File: config.mk
export PLATFORM = sky130hd
export DESIGN_NAME = rse_par_cell
export DESIGN_NICKNAME = d
export VERILOG_FILES = /design/src/hw/rtl/rse_pkg.sv /design/src/hw/rtl/rse_par_cell.sv
export SDC_FILE = /design/constraint.sdc
export NUM_CORES = 1
export LEC_CHECK = 0
export ABC_AREA = 1
export ABC_CLOCK_PERIOD_IN_PS = 2600
export BUFFER_PORTS_ARGS = -buffer_cell sky130_fd_sc_hd__buf_2
export CAP_MARGIN = 40
export CORE_ASPECT_RATIO = 2
export CORE_UTILIZATION = 50
export DETAILED_ROUTE_END_ITERATION = 6
export PLACE_DENSITY = 0.76
export SYNTH_ARGS = -nofsm -noshare
export SYNTH_HDL_FRONTEND = slang
export SYNTH_SLANG_ARGS = --single-unit
File: constraint.sdc
create_clock -name i_clk -period 2.6 [get_ports i_clk]
set_clock_uncertainty 0.05 [all_clocks]
set_input_delay 0.26 -clock i_clk [delete_from_list [all_inputs] [get_ports i_clk]]
set_output_delay 0.26 -clock i_clk [all_outputs]
set_load 0.02 [all_outputs]
File: src/hw/rtl/rse_pkg.sv
// Shared constants, types and GF(2^8) arithmetic for the Reed-Solomon encoder.
// No dependencies; used by every RTL file of the block.
`default_nettype none

package rse_pkg;

    localparam int SYM_BITS   = 8;
    localparam int NN         = (1 << SYM_BITS) - 1;
    localparam int MAX_PARITY = 64;
    localparam int NP_BITS    = 7;   // holds 1..MAX_PARITY
    localparam int HEAD_BITS  = 6;   // index into the parity cells
    localparam int POLY_BITS  = SYM_BITS + 1;

    typedef logic [SYM_BITS-1:0] t_sym;

    typedef enum logic [1:0] {
        S_FIELD,   // power sweep, primitivity check, root capture
        S_GEN,     // generator polynomial build, one root per cycle
        S_RUN,     // message words in
        S_EMIT     // parity words out
    } t_state;

    typedef enum logic [1:0] {
        CFG_FIELD_POLY   = 2'd0,
        CFG_FIRST_ROOT   = 2'd1,
        CFG_ROOT_STEP    = 2'd2,
        CFG_PARITY_COUNT = 2'd3
    } t_cfg_idx;

    typedef struct packed {
        logic clr;
        logic upd;
    } t_cell_ctl;

    // Shift-and-add multiply, reduced by the field polynomial.
    function automatic t_sym gf_mul(input t_sym a, input t_sym b,
                                    input logic [POLY_BITS-1:0] poly);
        t_sym p;
        p = '0;
        for (int i = SYM_BITS - 1; i >= 0; i--) begin
            p = p[SYM_BITS-1] ? (t_sym'({p, 1'b0}) ^ poly[SYM_BITS-1:0])
                              : t_sym'({p, 1'b0});
            if (b[i]) begin
                p = p ^ a;
            end
        end
        return p;
    endfunction

endpackage

`default_nettype wire

File: src/hw/rtl/rse_par_cell.sv
// One stage of the parity shift register with its feedback multiplier.
// Depends on rse_pkg.
`default_nettype none

module rse_par_cell (
    input  wire                                i_clk,
    input  wire rse_pkg::t_cell_ctl            i_ctl,
    input  wire rse_pkg::t_sym                 i_next,
    input  wire rse_pkg::t_sym                 i_fb,
    input  wire rse_pkg::t_sym                 i_coef,
    input  wire [rse_pkg::POLY_BITS-1:0]       i_poly,
    output rse_pkg::t_sym                      o_sym
);

    rse_pkg::t_sym r_sym, n_sym;

    always_comb begin
        n_sym = r_sym;
        if (i_ctl.clr) begin
            n_sym = '0;
        end else if (i_ctl.upd) begin
            n_sym = i_next ^ rse_pkg::gf_mul(i_fb, i_coef, i_poly);
        end
    end

    always_ff @(posedge i_clk) begin
        r_sym <= n_sym;
    end

    assign o_sym = r_sym;

endmodule

`default_nettype wire

======== Yosys cells after proc, flatten, opt, wreduce, memory -nomap -nowiden ========
Cells that the tools add are included.
cells by class
  bitwise logic cells ..................... 15
  muxes and demuxes ....................... 31
operators with widths
  cell           number
  $mux W8        31
  $xor A8 B8 Y8  15
word-level totals
  logic and storage cells ................. 47
  input bits .............................. 36
  output and inout port bits .............. 8
  bits in registers ....................... 8

======== Logic depth before layout (Yosys ltp) ========
  word-level depth ........................ 46
  depth in mapped cells ................... 29
  mapped depth without buffers ............ 27

======== Worst setup path after synthesis ========
No wires, ideal clock.
  path type ............................... input to register
  from .................................... input i_fb[6]
  to ...................................... register r_sym[1], in the netlist o_sym[1]
  setup time .............................. 117 ps
  path buffers ............................ 3
  arrival ................................. 2,324 ps
  path slack .............................. 109 ps
  stages on the path ...................... 27
  cells stage by stage .................... buf_4 > nand2_1 > nand2_1 > nand3_1 > nand2_2 > nand2_4 > nand2_1 > nand2_4 > nand2_4 > nor2_2 > nand2_2 > nand2_4 > buf_8 > nand2_1 > nand2_1 > nand2_1 > nand2_1 > nand2_1 > nand2_1 > nand2_1 > nand2_2 > nand2_4 > buf_8 > nand3_1 > nand2_1 > nor2_1 > nor2_1
between the ends
  cells in the longest elaborated chain, start to end .. 44
ends and longest elaborated chain
  element                                          RTL line                           RTL
  start, declared                                  rse_par_cell.sv:9                  input wire rse_pkg::t_sym i_fb,
  $mux W8                                          rse_pkg.sv:43                      if (b[i]) begin
  $mux W8                                          rse_par_cell.sv:21                 end else if (i_ctl.upd) begin
  $mux W8                                          rse_par_cell.sv:19                 if (i_ctl.clr) begin
  $xor A8 B8 Y8                                    rse_pkg.sv:41                      p = p[SYM_BITS-1] ? (t_sym'({p, 1'b0}) ^ poly[SYM_BITS-1:0])
  $mux W8                                          rse_pkg.sv:41
  $xor A8 B8 Y8                                    rse_pkg.sv:44                      p = p ^ a;
  $mux W8                                          rse_pkg.sv:43
  $mux W8                                          rse_par_cell.sv:21
  [... 28 more ...]                                --
  $mux W8 (*)                                      rse_par_cell.sv:19
  $xor A8 B8 Y8 / $mux W8 (equally long branches)  rse_pkg.sv:41, rse_par_cell.sv:19
  $mux W8 (*)                                      rse_pkg.sv:41
  $xor A8 B8 Y8                                    rse_pkg.sv:44
  $mux W8 (*)                                      rse_pkg.sv:43
  $mux W8 (*)                                      rse_par_cell.sv:21
  $mux W8 (*)                                      rse_par_cell.sv:19
  $xor A8 B8 Y8 (*)                                rse_par_cell.sv:22                 n_sym = i_next ^ rse_pkg::gf_mul(i_fb, i_coef, i_poly);
  end signal, assigned                             rse_par_cell.sv:27                 r_sym <= n_sym;
  end, declared                                    rse_par_cell.sv:15                 rse_pkg::t_sym r_sym, n_sym;
Mark *: on every way between the ends. The rest lies on a longest branch, timed or not. The select of a mux whose other input is x is not followed.
A chain may end at the register's enable or synchronous reset.

======== Worst setup path in the final report ========
  from .................................... input i_fb[6]
  to ...................................... register r_sym[2], in the netlist o_sym[2]
between the ends
  cells in the longest elaborated chain, start to end .. 44
ends and longest elaborated chain
  element                                          RTL line
  $mux W8                                          rse_pkg.sv:43
  $mux W8                                          rse_par_cell.sv:21
  $mux W8                                          rse_par_cell.sv:19
  $xor A8 B8 Y8                                    rse_pkg.sv:41
  $mux W8                                          rse_pkg.sv:41
  $xor A8 B8 Y8                                    rse_pkg.sv:44
  $mux W8                                          rse_pkg.sv:43
  $mux W8                                          rse_par_cell.sv:21
  [... 28 more ...]                                --
  $mux W8 (*)                                      rse_par_cell.sv:19
  $xor A8 B8 Y8 / $mux W8 (equally long branches)  rse_pkg.sv:41, rse_par_cell.sv:19
  $mux W8 (*)                                      rse_pkg.sv:41
  $xor A8 B8 Y8                                    rse_pkg.sv:44
  $mux W8 (*)                                      rse_pkg.sv:43
  $mux W8 (*)                                      rse_par_cell.sv:21
  $mux W8 (*)                                      rse_par_cell.sv:19
  $xor A8 B8 Y8 (*)                                rse_par_cell.sv:22
Marked as above.

==> impl_metrics.yaml <==
worst_setup_path:
  critical_path.cell_chain: "buf_4 -> nand2_2 -> nand2_2 -> nand3_1 -> nand2_2 -> nand2_4 -> nand2_2 -> nand2_4 -> nand2_4 -> nor2_4 -> nand2_2 -> nand2_4 -> buf_12 -> nand3b_1 -> nand2_1 -> nand2_2 -> nand3b_1 -> nand2_2 -> nand2_4 -> nand2_4 -> nand3_1 -> nand3_1 -> nand2_1 -> inv_1"
  critPathMaxStageDelay_ns: 0.18
  worst_r2r_endpoint: "o_sym[5]"
  critPathRequiredTime_ns: 2.67
  critPathMostFrequentCell: "nand2_2"
  path_delay_family: "simple AND/OR/NAND/NOR gates"
  startpoint: "i_fb[6]"
  reg2reg_slack_ns: 1.89
  reg2reg_depth: 2
  critPathArrivalTime_ns: 2.56
  critPathKind: "in -> reg"
  slowest_stage: "nand3b_1"
  crit_path_end_kind: "flop"
  timing.rr.start: "o_sym[5]"
  cp_num_buf_inv: 3
  cp.depth: 24
  critical_path.max_fanout: 11
  start_kind: "primary input"
  crit_path_end: "o_sym[2]"
yosys:
  avgSynthCellArea_um2: 5.01
  yosysSeqAreaShare_pct: 5.79
  ys_seq_elements: 8
  syn_inst: 552
  syn_nets: 588
  yosys-top-cells-count: "nand2_1 (253), nand3_1 (84), inv_1 (67)"
  yosys.area.top_type: "nand2_1"
  dominantRegCellSynth: "dfxtp_1"
  synth-warning-count: 0
  synth_edf_count: 0
  synth_cell_type_count: 31
  ys_top_cells_by_area: "nand2_1 (34%), nand3_1 (15%), inv_1 (9.1%)"
  async_flop_share_pct: 0
  syn_area_um2: 2770
  synth_most_common_cell: "nand2_1"
  yosysTopAreaCellShare_pct: 34.3
placement:
  portBuffers: 42
  gp_congestion: 0.877
  hpwl_um: 6170
  placed_cell_area_um2: 3150
  dp_slack_ns: -0.213
  post-place-cells: 661
clock_tree:
  cts.repair.resized: 0
  cts-root-buf: "clkbuf_8"
  clk_latency_ns: 0.23
  path_clk_slew_ns: 0.04
  cts_buffers: 3
  tritoncts: "yes"
  clockBufferDepth: 2
  cts.hold.buffers_added: 0
  cts_setup_buffers: 0
  htreeDepth: 1
  cts.sinks: 8
timing:
  period_share_pct: 95.6
  fin_setup_tns_ns: 0
  finalCriticalPeriod_ns: 2.49
  worst_slack_ns: 0.114
  tightest_slew_ns: 0.267
  relSlewSlack_pct: 82.2
  slew_violations: 0
  hold_slack_ns: 0.275
  fmax_mhz: 402
  hold_violations: 0
  setup_viol: 0
grt:
  antenna_found_initial: 0
  grt_max_degree: 17
  grt_pass1_wl_um: 12500
  gr-total-overflow: 0
  grtUsageTotal_pct: 27.3
  grt_pass1_vias: 3125
pwr:
  ir_drop_mv: 0.531
  p_leak_nw: 2.09
  finalPower_mw: 1.57
  powerDensity_nw_per_um2: 464
floorplan:
  fp.dieW_um: 54.6
  ioPinCount: 44
  dieArea_um2: 5850
  rows: 38
  fp.dieH_um: 107
  initial_utilization_pct: 51.5
  coreArea_um2: 5370
route:
  wl_met2_um: 4630
  met1_length_um: 2810
  wl_per_cell_um: 11.9
  num_vias: 3537
  drt-initial-drc-count: 83
  vias_per_cell: 5.32
  drc: 0
  wirelength_um: 7880
  ant_nets: 0
  met3_length_um: 152
  routed.top_layer: "met4"
  drt-pass1-iter-count: 4
layout:
  final_nets: 643
  finish.utilization_pct: 63.1
  num_antenna_cells: 0
  final_cells: 665
  num-fill-cells: 525
  drive_gt1_share_pct: 25.6
  final_area_um2: 3390
  largest_reg_flops: 8
  syn_to_final_growth_pct: 22.6
worst_hold_path:
  hold_path_depth: 4
  min_from: "i_ctl[1]"
  hold_class: "in -> reg"
status:
  status: "completed"
job:
  cap_violations: 0
[layout by cell type, fill, tap and decap left out, types with 10 or more instances in the layout]
| cell type | count |
|---|---|
| xnor2_1 | 11 |
| nand2_4 | 10 |
| buf_4 | 33 |
| nand2_2 | 29 |
| inv_1 | 66 |
| nand3b_1 | 13 |
| buf_2 | 38 |
| nand3_2 | 17 |
| nor2_1 | 12 |
| nand3_1 | 74 |
| nand2_1 | 231 |
[final cells by class]
type                       instances  area [um^2]  share of cell area (%)
multi-input combinational        445         2300                    67.9
timing repair buffer              78          543                    16.0
inverter                          71          268                    7.90
sequential                         8          160                    4.72
tap                               60         75.1                    2.21
clock buffer                       3         41.3                    1.22
[worst min-delay path, cell delays in order]
cell	delay, ns
buf_2	0.11
nor2_1	0.05
nand2_1	0.05
inv_1	0.03
[worst min-delay path by stage]
stage / endpoint / slack (ns)
after floorplan: o_sym[2] / 0.36
after global placement: o_sym[1] / 0.44
after detailed placement: o_sym[4] / 0.46
after CTS: o_sym[2] / 0.27
after global routing: o_sym[7] / 0.28
final: o_sym[7] / 0.27
[layer usage]
| metal | up-vias | track usage [%] |
|---|---|---|
| met5 | - | 0 |
| met4 | 0 | 13.4 |
| met3 | 27 | 3.69 |
| met2 | 88 | 50.9 |
| met1 | 1597 | 26.6 |
| li1 | 1825 | - |
[report_power, final]
group	internal, mW	total (mW)	switching (mW)
logic	0.492	1.27	0.780
registers	0.143	0.152	0.00847
clock network	0.100	0.149	0.0485
total	0.735	1.57	0.837
[kinds of logic after synthesis]
kind of cell              synth area share (%)
xor gates and xnor gates                  6.20
and+or+nand+nor                           65.7
AOI/OAI and AO/OA                         4.89
DFF                                       5.79
buffers and inverters                     17.4
(Power assumes the default switching activity.)
