<file path="src/hw/rtl/rse_pkg.sv">
// Shared constants, types and GF(2^8) arithmetic for the Reed-Solomon encoder.
// No dependencies; used by every RTL file of the block.
`default_nettype none

package rse_pkg;

    localparam int SYM_BITS   = 8;
    localparam int NN         = (1 << SYM_BITS) - 1;
    localparam int MAX_PARITY = 64;
    localparam int NP_BITS    = 7;   // holds 1..MAX_PARITY
    localparam int HEAD_BITS  = 6;   // index into the parity cells
    localparam int POLY_BITS  = SYM_BITS + 1;

    typedef logic [SYM_BITS-1:0] t_sym;

    typedef enum logic [1:0] {
        S_FIELD,   // power sweep, primitivity check, root capture
        S_GEN,     // generator polynomial build, one root per cycle
        S_RUN,     // message words in
        S_EMIT     // parity words out
    } t_state;

    typedef enum logic [1:0] {
        CFG_FIELD_POLY   = 2'd0,
        CFG_FIRST_ROOT   = 2'd1,
        CFG_ROOT_STEP    = 2'd2,
        CFG_PARITY_COUNT = 2'd3
    } t_cfg_idx;

    typedef struct packed {
        logic clr;
        logic upd;
    } t_cell_ctl;

    // Shift-and-add multiply, reduced by the field polynomial.
    function automatic t_sym gf_mul(input t_sym a, input t_sym b,
                                    input logic [POLY_BITS-1:0] poly);
        t_sym p;
        p = '0;
        for (int i = SYM_BITS - 1; i >= 0; i--) begin
            p = p[SYM_BITS-1] ? (t_sym'({p, 1'b0}) ^ poly[SYM_BITS-1:0])
                              : t_sym'({p, 1'b0});
            if (b[i]) begin
                p = p ^ a;
            end
        end
        return p;
    endfunction

endpackage

`default_nettype wire

</file>
<file path="src/hw/rtl/rse_gen_cell.sv">
// One coefficient cell of the generator polynomial build chain.
// Depends on rse_pkg.
`default_nettype none

module rse_gen_cell (
    input  wire                                i_clk,
    input  wire rse_pkg::t_cell_ctl            i_ctl,
    input  wire rse_pkg::t_sym                 i_init,
    input  wire rse_pkg::t_sym                 i_prev,
    input  wire rse_pkg::t_sym                 i_alpha,
    input  wire [rse_pkg::POLY_BITS-1:0]       i_poly,
    output rse_pkg::t_sym                      o_coef
);

    rse_pkg::t_sym r_coef, n_coef;

    // g'[j] = g[j-1] + g[j] * alpha^root
    always_comb begin
        n_coef = r_coef;
        if (i_ctl.clr) begin
            n_coef = i_init;
        end else if (i_ctl.upd) begin
            n_coef = i_prev ^ rse_pkg::gf_mul(r_coef, i_alpha, i_poly);
        end
    end

    always_ff @(posedge i_clk) begin
        r_coef <= n_coef;
    end

    assign o_coef = r_coef;

endmodule

`default_nettype wire

</file>
<file path="config.mk">
export PLATFORM = sky130hd
export DESIGN_NAME = rse_gen_cell
export DESIGN_NICKNAME = d
export VERILOG_FILES = /design/src/hw/rtl/rse_pkg.sv /design/src/hw/rtl/rse_gen_cell.sv
export SDC_FILE = /design/constraint.sdc
export NUM_CORES = 1
export LEC_CHECK = 0
export BUFFER_PORTS_ARGS = -buffer_cell sky130_fd_sc_hd__buf_2
export CORE_MARGIN = 5
export CORE_UTILIZATION = 30
export DETAILED_ROUTE_END_ITERATION = 10
export SYNTH_ARGS = -nofsm -noshare
export SYNTH_HDL_FRONTEND = slang
export SYNTH_SLANG_ARGS = --single-unit
</file>
<file path="constraint.sdc">
create_clock -name i_clk -period 3.6 [get_ports i_clk]
set_clock_uncertainty 0.2 [all_clocks]
set_input_delay 0.72 -clock i_clk [delete_from_list [all_inputs] [get_ports i_clk]]
set_output_delay 0.72 -clock i_clk [all_outputs]
set_load 0.01 [all_outputs]
</file>
# --- Word-level counts from Yosys, hierarchy flattened ---
# Index checks and enable logic that the tools add are counted.
word_totals:
  regBits: 8
  inputBits: 36
  out_inout_bits: 8
  elab_cells: 50
classes:
  n_mux: 33
  bitwise_logic: 15
  reduce_logical: 1
op_table:
  columns: ["cell", "count"]
  rows:
  - ["2-to-1 mux 8 bit", 33]
  - ["XOR 8 bit", 15]
  - ["nonzero test 2 bit", 1]

# --- Logic depth before layout (Yosys ltp) ---
depth:
  depth_word: 48
  ltp_mapped: 13
  mapped_depth_nobuf: 11

# --- Worst setup path before layout ---
# No wires, ideal clock.
synth_timing:
  path_kind: "in2reg"
  from: "input i_poly[5] (netlist bit)"
  to: "register r_coef[1], in the netlist o_coef[1] (data pin)"
  setup_time_ns: 0.256
  arrival_time_ns: 3.457
  required_ns: 3.144
  setup_slack_ns: -0.313
  stages: 12
  n_path_buf: 1
  path_cell_list: "buf_2 -> a21bo_1 -> a32oi_1 -> a21oi_1 -> or3_4 -> a31oi_1 -> mux2_4 -> xor3_1 -> a21oi_2 -> o21ai_2 -> xnor3_1 -> o21ai_1"
synth_between:
  elab_chain_cells: 43
  elab_cells_between_ends: 45
  cone_classes: "30 x mux; 15 x bitwise"
synth_rtl:
  columns: ["element", "line", "text"]
  rows:
  - ["start: declaration", "rse_gen_cell.sv:11", "input wire [rse_pkg::POLY_BITS-1:0] i_poly,"]
  - ["XOR 8 bit", "rse_pkg.sv:41", "p = p[SYM_BITS-1] ? (t_sym'({p, 1'b0}) ^ poly[SYM_BITS-1:0])"]
  - ["2-to-1 mux 8 bit", "rse_pkg.sv:41", null]
  - ["XOR 8 bit", "rse_pkg.sv:44", "p = p ^ a;"]
  - ["2-to-1 mux 8 bit", "rse_pkg.sv:43", "if (b[i]) begin"]
  - ["2-to-1 mux 8 bit", "rse_gen_cell.sv:22", "end else if (i_ctl.upd) begin"]
  - ["2-to-1 mux 8 bit", "rse_gen_cell.sv:20", "if (i_ctl.clr) begin"]
  - ["XOR 8 bit", "rse_pkg.sv:41", null]
  - ["2-to-1 mux 8 bit", "rse_pkg.sv:41", null]
  - ["[28 not listed]", null, null]
  - ["XOR 8 bit", "rse_pkg.sv:44", null]
  - ["2-to-1 mux 8 bit (*)", "rse_pkg.sv:43", null]
  - ["2-to-1 mux 8 bit (*)", "rse_gen_cell.sv:22", null]
  - ["2-to-1 mux 8 bit (*)", "rse_gen_cell.sv:20", null]
  - ["XOR 8 bit (*)", "rse_gen_cell.sv:23", "n_coef = i_prev ^ rse_pkg::gf_mul(r_coef, i_alpha, i_poly);"]
  - ["2-to-1 mux 8 bit (*)", "rse_gen_cell.sv:22", null]
  - ["2-to-1 mux 8 bit (*)", "rse_gen_cell.sv:20", null]
  - ["net n_coef[1]", "rse_gen_cell.sv:15", "rse_pkg::t_sym r_coef, n_coef;"]
  - ["end signal: assignment", "rse_gen_cell.sv:28", "r_coef <= n_coef;"]
  - ["end: declaration", "rse_gen_cell.sv:15", null]
# Mark *: on every way through the listed nets, which the timed path passes. The rest lies on a longest branch. The select of a mux whose other input is x is not followed.
# A chain may end at the register's enable or synchronous reset.

# --- Final worst setup path ---
layout_timing:
  from: "register r_coef[6], in the netlist o_coef[6]"
  to: "register r_coef[7], in the netlist o_coef[7] (data pin)"
layout_between:
  elab_chain_cells: 47
  elab_cells_between_ends: 48
  cone_classes: "33 x mux; 15 x bitwise"
layout_rtl:
  columns: ["element", "line"]
  rows:
  - ["2-to-1 mux 8 bit", "rse_pkg.sv:43"]
  - ["2-to-1 mux 8 bit", "rse_gen_cell.sv:22"]
  - ["2-to-1 mux 8 bit", "rse_gen_cell.sv:20"]
  - ["XOR 8 bit", "rse_pkg.sv:41"]
  - ["2-to-1 mux 8 bit", "rse_pkg.sv:41"]
  - ["XOR 8 bit", "rse_pkg.sv:44"]
  - ["2-to-1 mux 8 bit", "rse_pkg.sv:43"]
  - ["2-to-1 mux 8 bit", "rse_gen_cell.sv:22"]
  - ["[32 not listed]", null]
  - ["XOR 8 bit", "rse_pkg.sv:44"]
  - ["2-to-1 mux 8 bit (*)", "rse_pkg.sv:43"]
  - ["2-to-1 mux 8 bit (*)", "rse_gen_cell.sv:22"]
  - ["2-to-1 mux 8 bit (*)", "rse_gen_cell.sv:20"]
  - ["XOR 8 bit (*)", "rse_gen_cell.sv:23"]
  - ["2-to-1 mux 8 bit (*)", "rse_gen_cell.sv:22"]
  - ["2-to-1 mux 8 bit (*)", "rse_gen_cell.sv:20"]
  - ["net n_coef[7]", "rse_gen_cell.sv:15"]
# Marks and branches as above.

==> impl_results.md <==
- Final #Nets: 445
- Share of the synthesized area in the top cell type: between 20% and 30%
- Clock Tree Buf Depth: 2
- CP Class: flop to flop
- Fmax: ~0.28 GHz
- Dpl ws: -312 ps
- Gpl congestion: 0.821
- Clk_lat worst skew: 230 ps
- Cell row count: 33
- Cell taking the most area after synthesis: xnor2_1
- Ports: 44
- Worst-margin pin slew: 357 ps
- WHS Endpoint: o_coef[0]
- Diode count: 0
- Total Routing Usage GR: 13.2%
- Vias per inst: 4.77
- Dpl hpwl: between 5000 and 6000 um
- Synth unique cells: 56
- Post-synth top cells: 106 x nand2_1, 59 x xnor2_1, 24 x xor2_1
- Die X: 101 um
- CP top delay family: simple AND/OR/NAND/NOR gates
- Slew Limit Fails: 0
- CP Launch Type: flop
- Worst slew margin: 76.2%
- First-pass GRT wire length: 10900 um
- Post-synth EDFFs: 8
- Period utilisation layout: 99.0%
- Detailed Routing Iterations Pass 1: 4
- Port-buffer cells: 42
- DRT antenna net count: 0
- Top-count cell post-synth: nand2_1
- Status: finished, final reports clean
- Ratio of cells with drive above 1 in the final layout: 40.3%
- Buf+Inv Stages, Crit Path: 2
- CP max FO: 4
- Sequential area share after synthesis: 9.75%
- RSZ-0062 raised after global routing: yes
- Vias in the first global route: 2282
- Largest net degree at the start of global routing: 18
- Area Growth Syn to Fin: 39.5%
- Max-Cap Viols: 0
- Critical R2R Capture: o_coef[7]
- Worst Setup SP: o_coef[6]
- Synthesized area: roughly 2500 sq um
- CTS Root Cell: clkbuf_8
- Most used flip-flop cell after synthesis: edfxtp_1
- # DRC: 0
- Worst Setup End Kind: flop
- Die height: 101 um
- Total grt overflow: 0
- Worst EP required: roughly 3400 ps
- FF-to-FF setup slack: 40 ps
- Clk sink count: 8
- Largest register FFs: 8
- Final setup violating endpoints: 0
- Met3 GRT Util: 0.969%
- Period minus WS final: between 3000 and 4000 ps
- Vias: 2440
- Overall routed net length: 6880 um
- Met2 usage: between 20 and 25%
- WP data arrival: 3340 ps
- Setup TNS: 0 ps
- Core area: 8090 sq um
- Hold path cells: 3
- Number of synthesized register bits: 8
- 1st-iter DRT viols: 87
- Hold Vio Cnt, Final: 0
- Initial Util: 30.5%
- Slowest CP cell: edfxtp_1
- Syn Inst Count: 325
- FF-to-FF Start: o_coef[6]
- Critical path, cell by cell: buf_6 > nand3b_1 > a21oi_2 > buf_4 > nor3_2 > or3_4 > a31o_4 > xor3_1 > or4_1 > nand4_1 > xnor2_1 > o21ai_1
- Total CTS buffers: 3
- Post-Syn Nets: about 360
- Clk slew on worst S/H paths: 40 ps
- Hold Crit Start: i_init[0]
- Worst r2r path cells: 12
- Initial antenna violation count: 0
- Met1 usage: 18.4%
- WL/cell: about 13 um
- Max stage delay on crit path: 490 ps
- TritonCTS clock tree: built
- FFs w/ async S/R, synth: 0%
- Mapped Avg Cell Area: roughly 7.6 sq um
- Number of synthesis warnings: 0
- Die area: approximately 10000 sq um
- Grt peak-use layer: met2
- CTS hold repair buffers: 0
- Synth top area cells: xnor2_1 21%, nand2_1 16%, edfxtp_1 9.7%, xor2_1 8.5%, xnor3_1 8.2%
- Final worst slack: 37.6 ps
- H-tree depth: 1
- Hold/Removal Path Class: input pin to flop
## metrics by stage
stage	cells	hold WS, ps	utilization [%]	area [sq um]
global route	512	591	42.5	3440
floorplan	325	714	-	2510
finish	512	577	42.5	3440
CTS	502	575	39.2	3170
detailed placement	495	809	37.8	3060
global placement	495	803	37.8	3060
## logic make-up after synthesis
kind of cell              Yosys count  synth area share, %
AOI/OAI and AO/OA                  42                 11.4
and+or+nand+nor                   144                 26.9
xor gates and xnor gates           98                 43.0
muxes                               5                 2.79
buffers and inverters              28                 6.14
DFF                                 8                 9.75
## layout make-up
type                    instances  area, sq um
clock buffers                   3         41.3
fillers                       859         4650
inverters                       3         11.3
multi-input cells             289         2290
flip-flops and latches          8          240
well taps                     105          131
repair buffers                104          722
## layer usage
metal / part of all wire, % / wire, um / vias to the layer above
met5: 0 / 0 / -
met4: 0.52 / 36 / 0
met3: 4.3 / 297 / 5
met2: 49 / 3400 / 46
met1: 46 / 3140 / 1160
li1: - / - / 1229
## tightest hold or removal path, stage by stage
cell and delay, ps:
buf_2 80, nand2_1 40, o21ai_1 60
## layout by cell type (no fill, tap or decap), types with 5 or more instances in the layout
cell type,instances
o21ai_2,10
o21ai_1,10
xor2_1,22
edfxtp_1,8
buf_2,39
xnor2_2,10
nand2_1,104
buf_4,58
buf_6,5
xnor2_1,51
xnor3_1,8
## worst max path at each step
stage                 to  cells after the start
2_1_floorplan  o_coef[7]                     12
3_3_place_gp   o_coef[7]                     12
3_5_place_dp   o_coef[7]                     12
4_1_cts        o_coef[7]                     14
5_1_grt        o_coef[1]                     13
6_report       o_coef[7]                     12
## what timing repair did
| action | 4_1_cts | 5_1_grt |
|---|---|---|
| pin swaps | 3 | 10 |
| setup endpoints to repair | 8 | 8 |
| setup buffers | 4 | 10 |
| gates resized for setup | 8 | 35 |
Power is left out: the tool's default activity adds up to more than one toggle a clock period on the data nets, which glitch-free logic cannot reach.
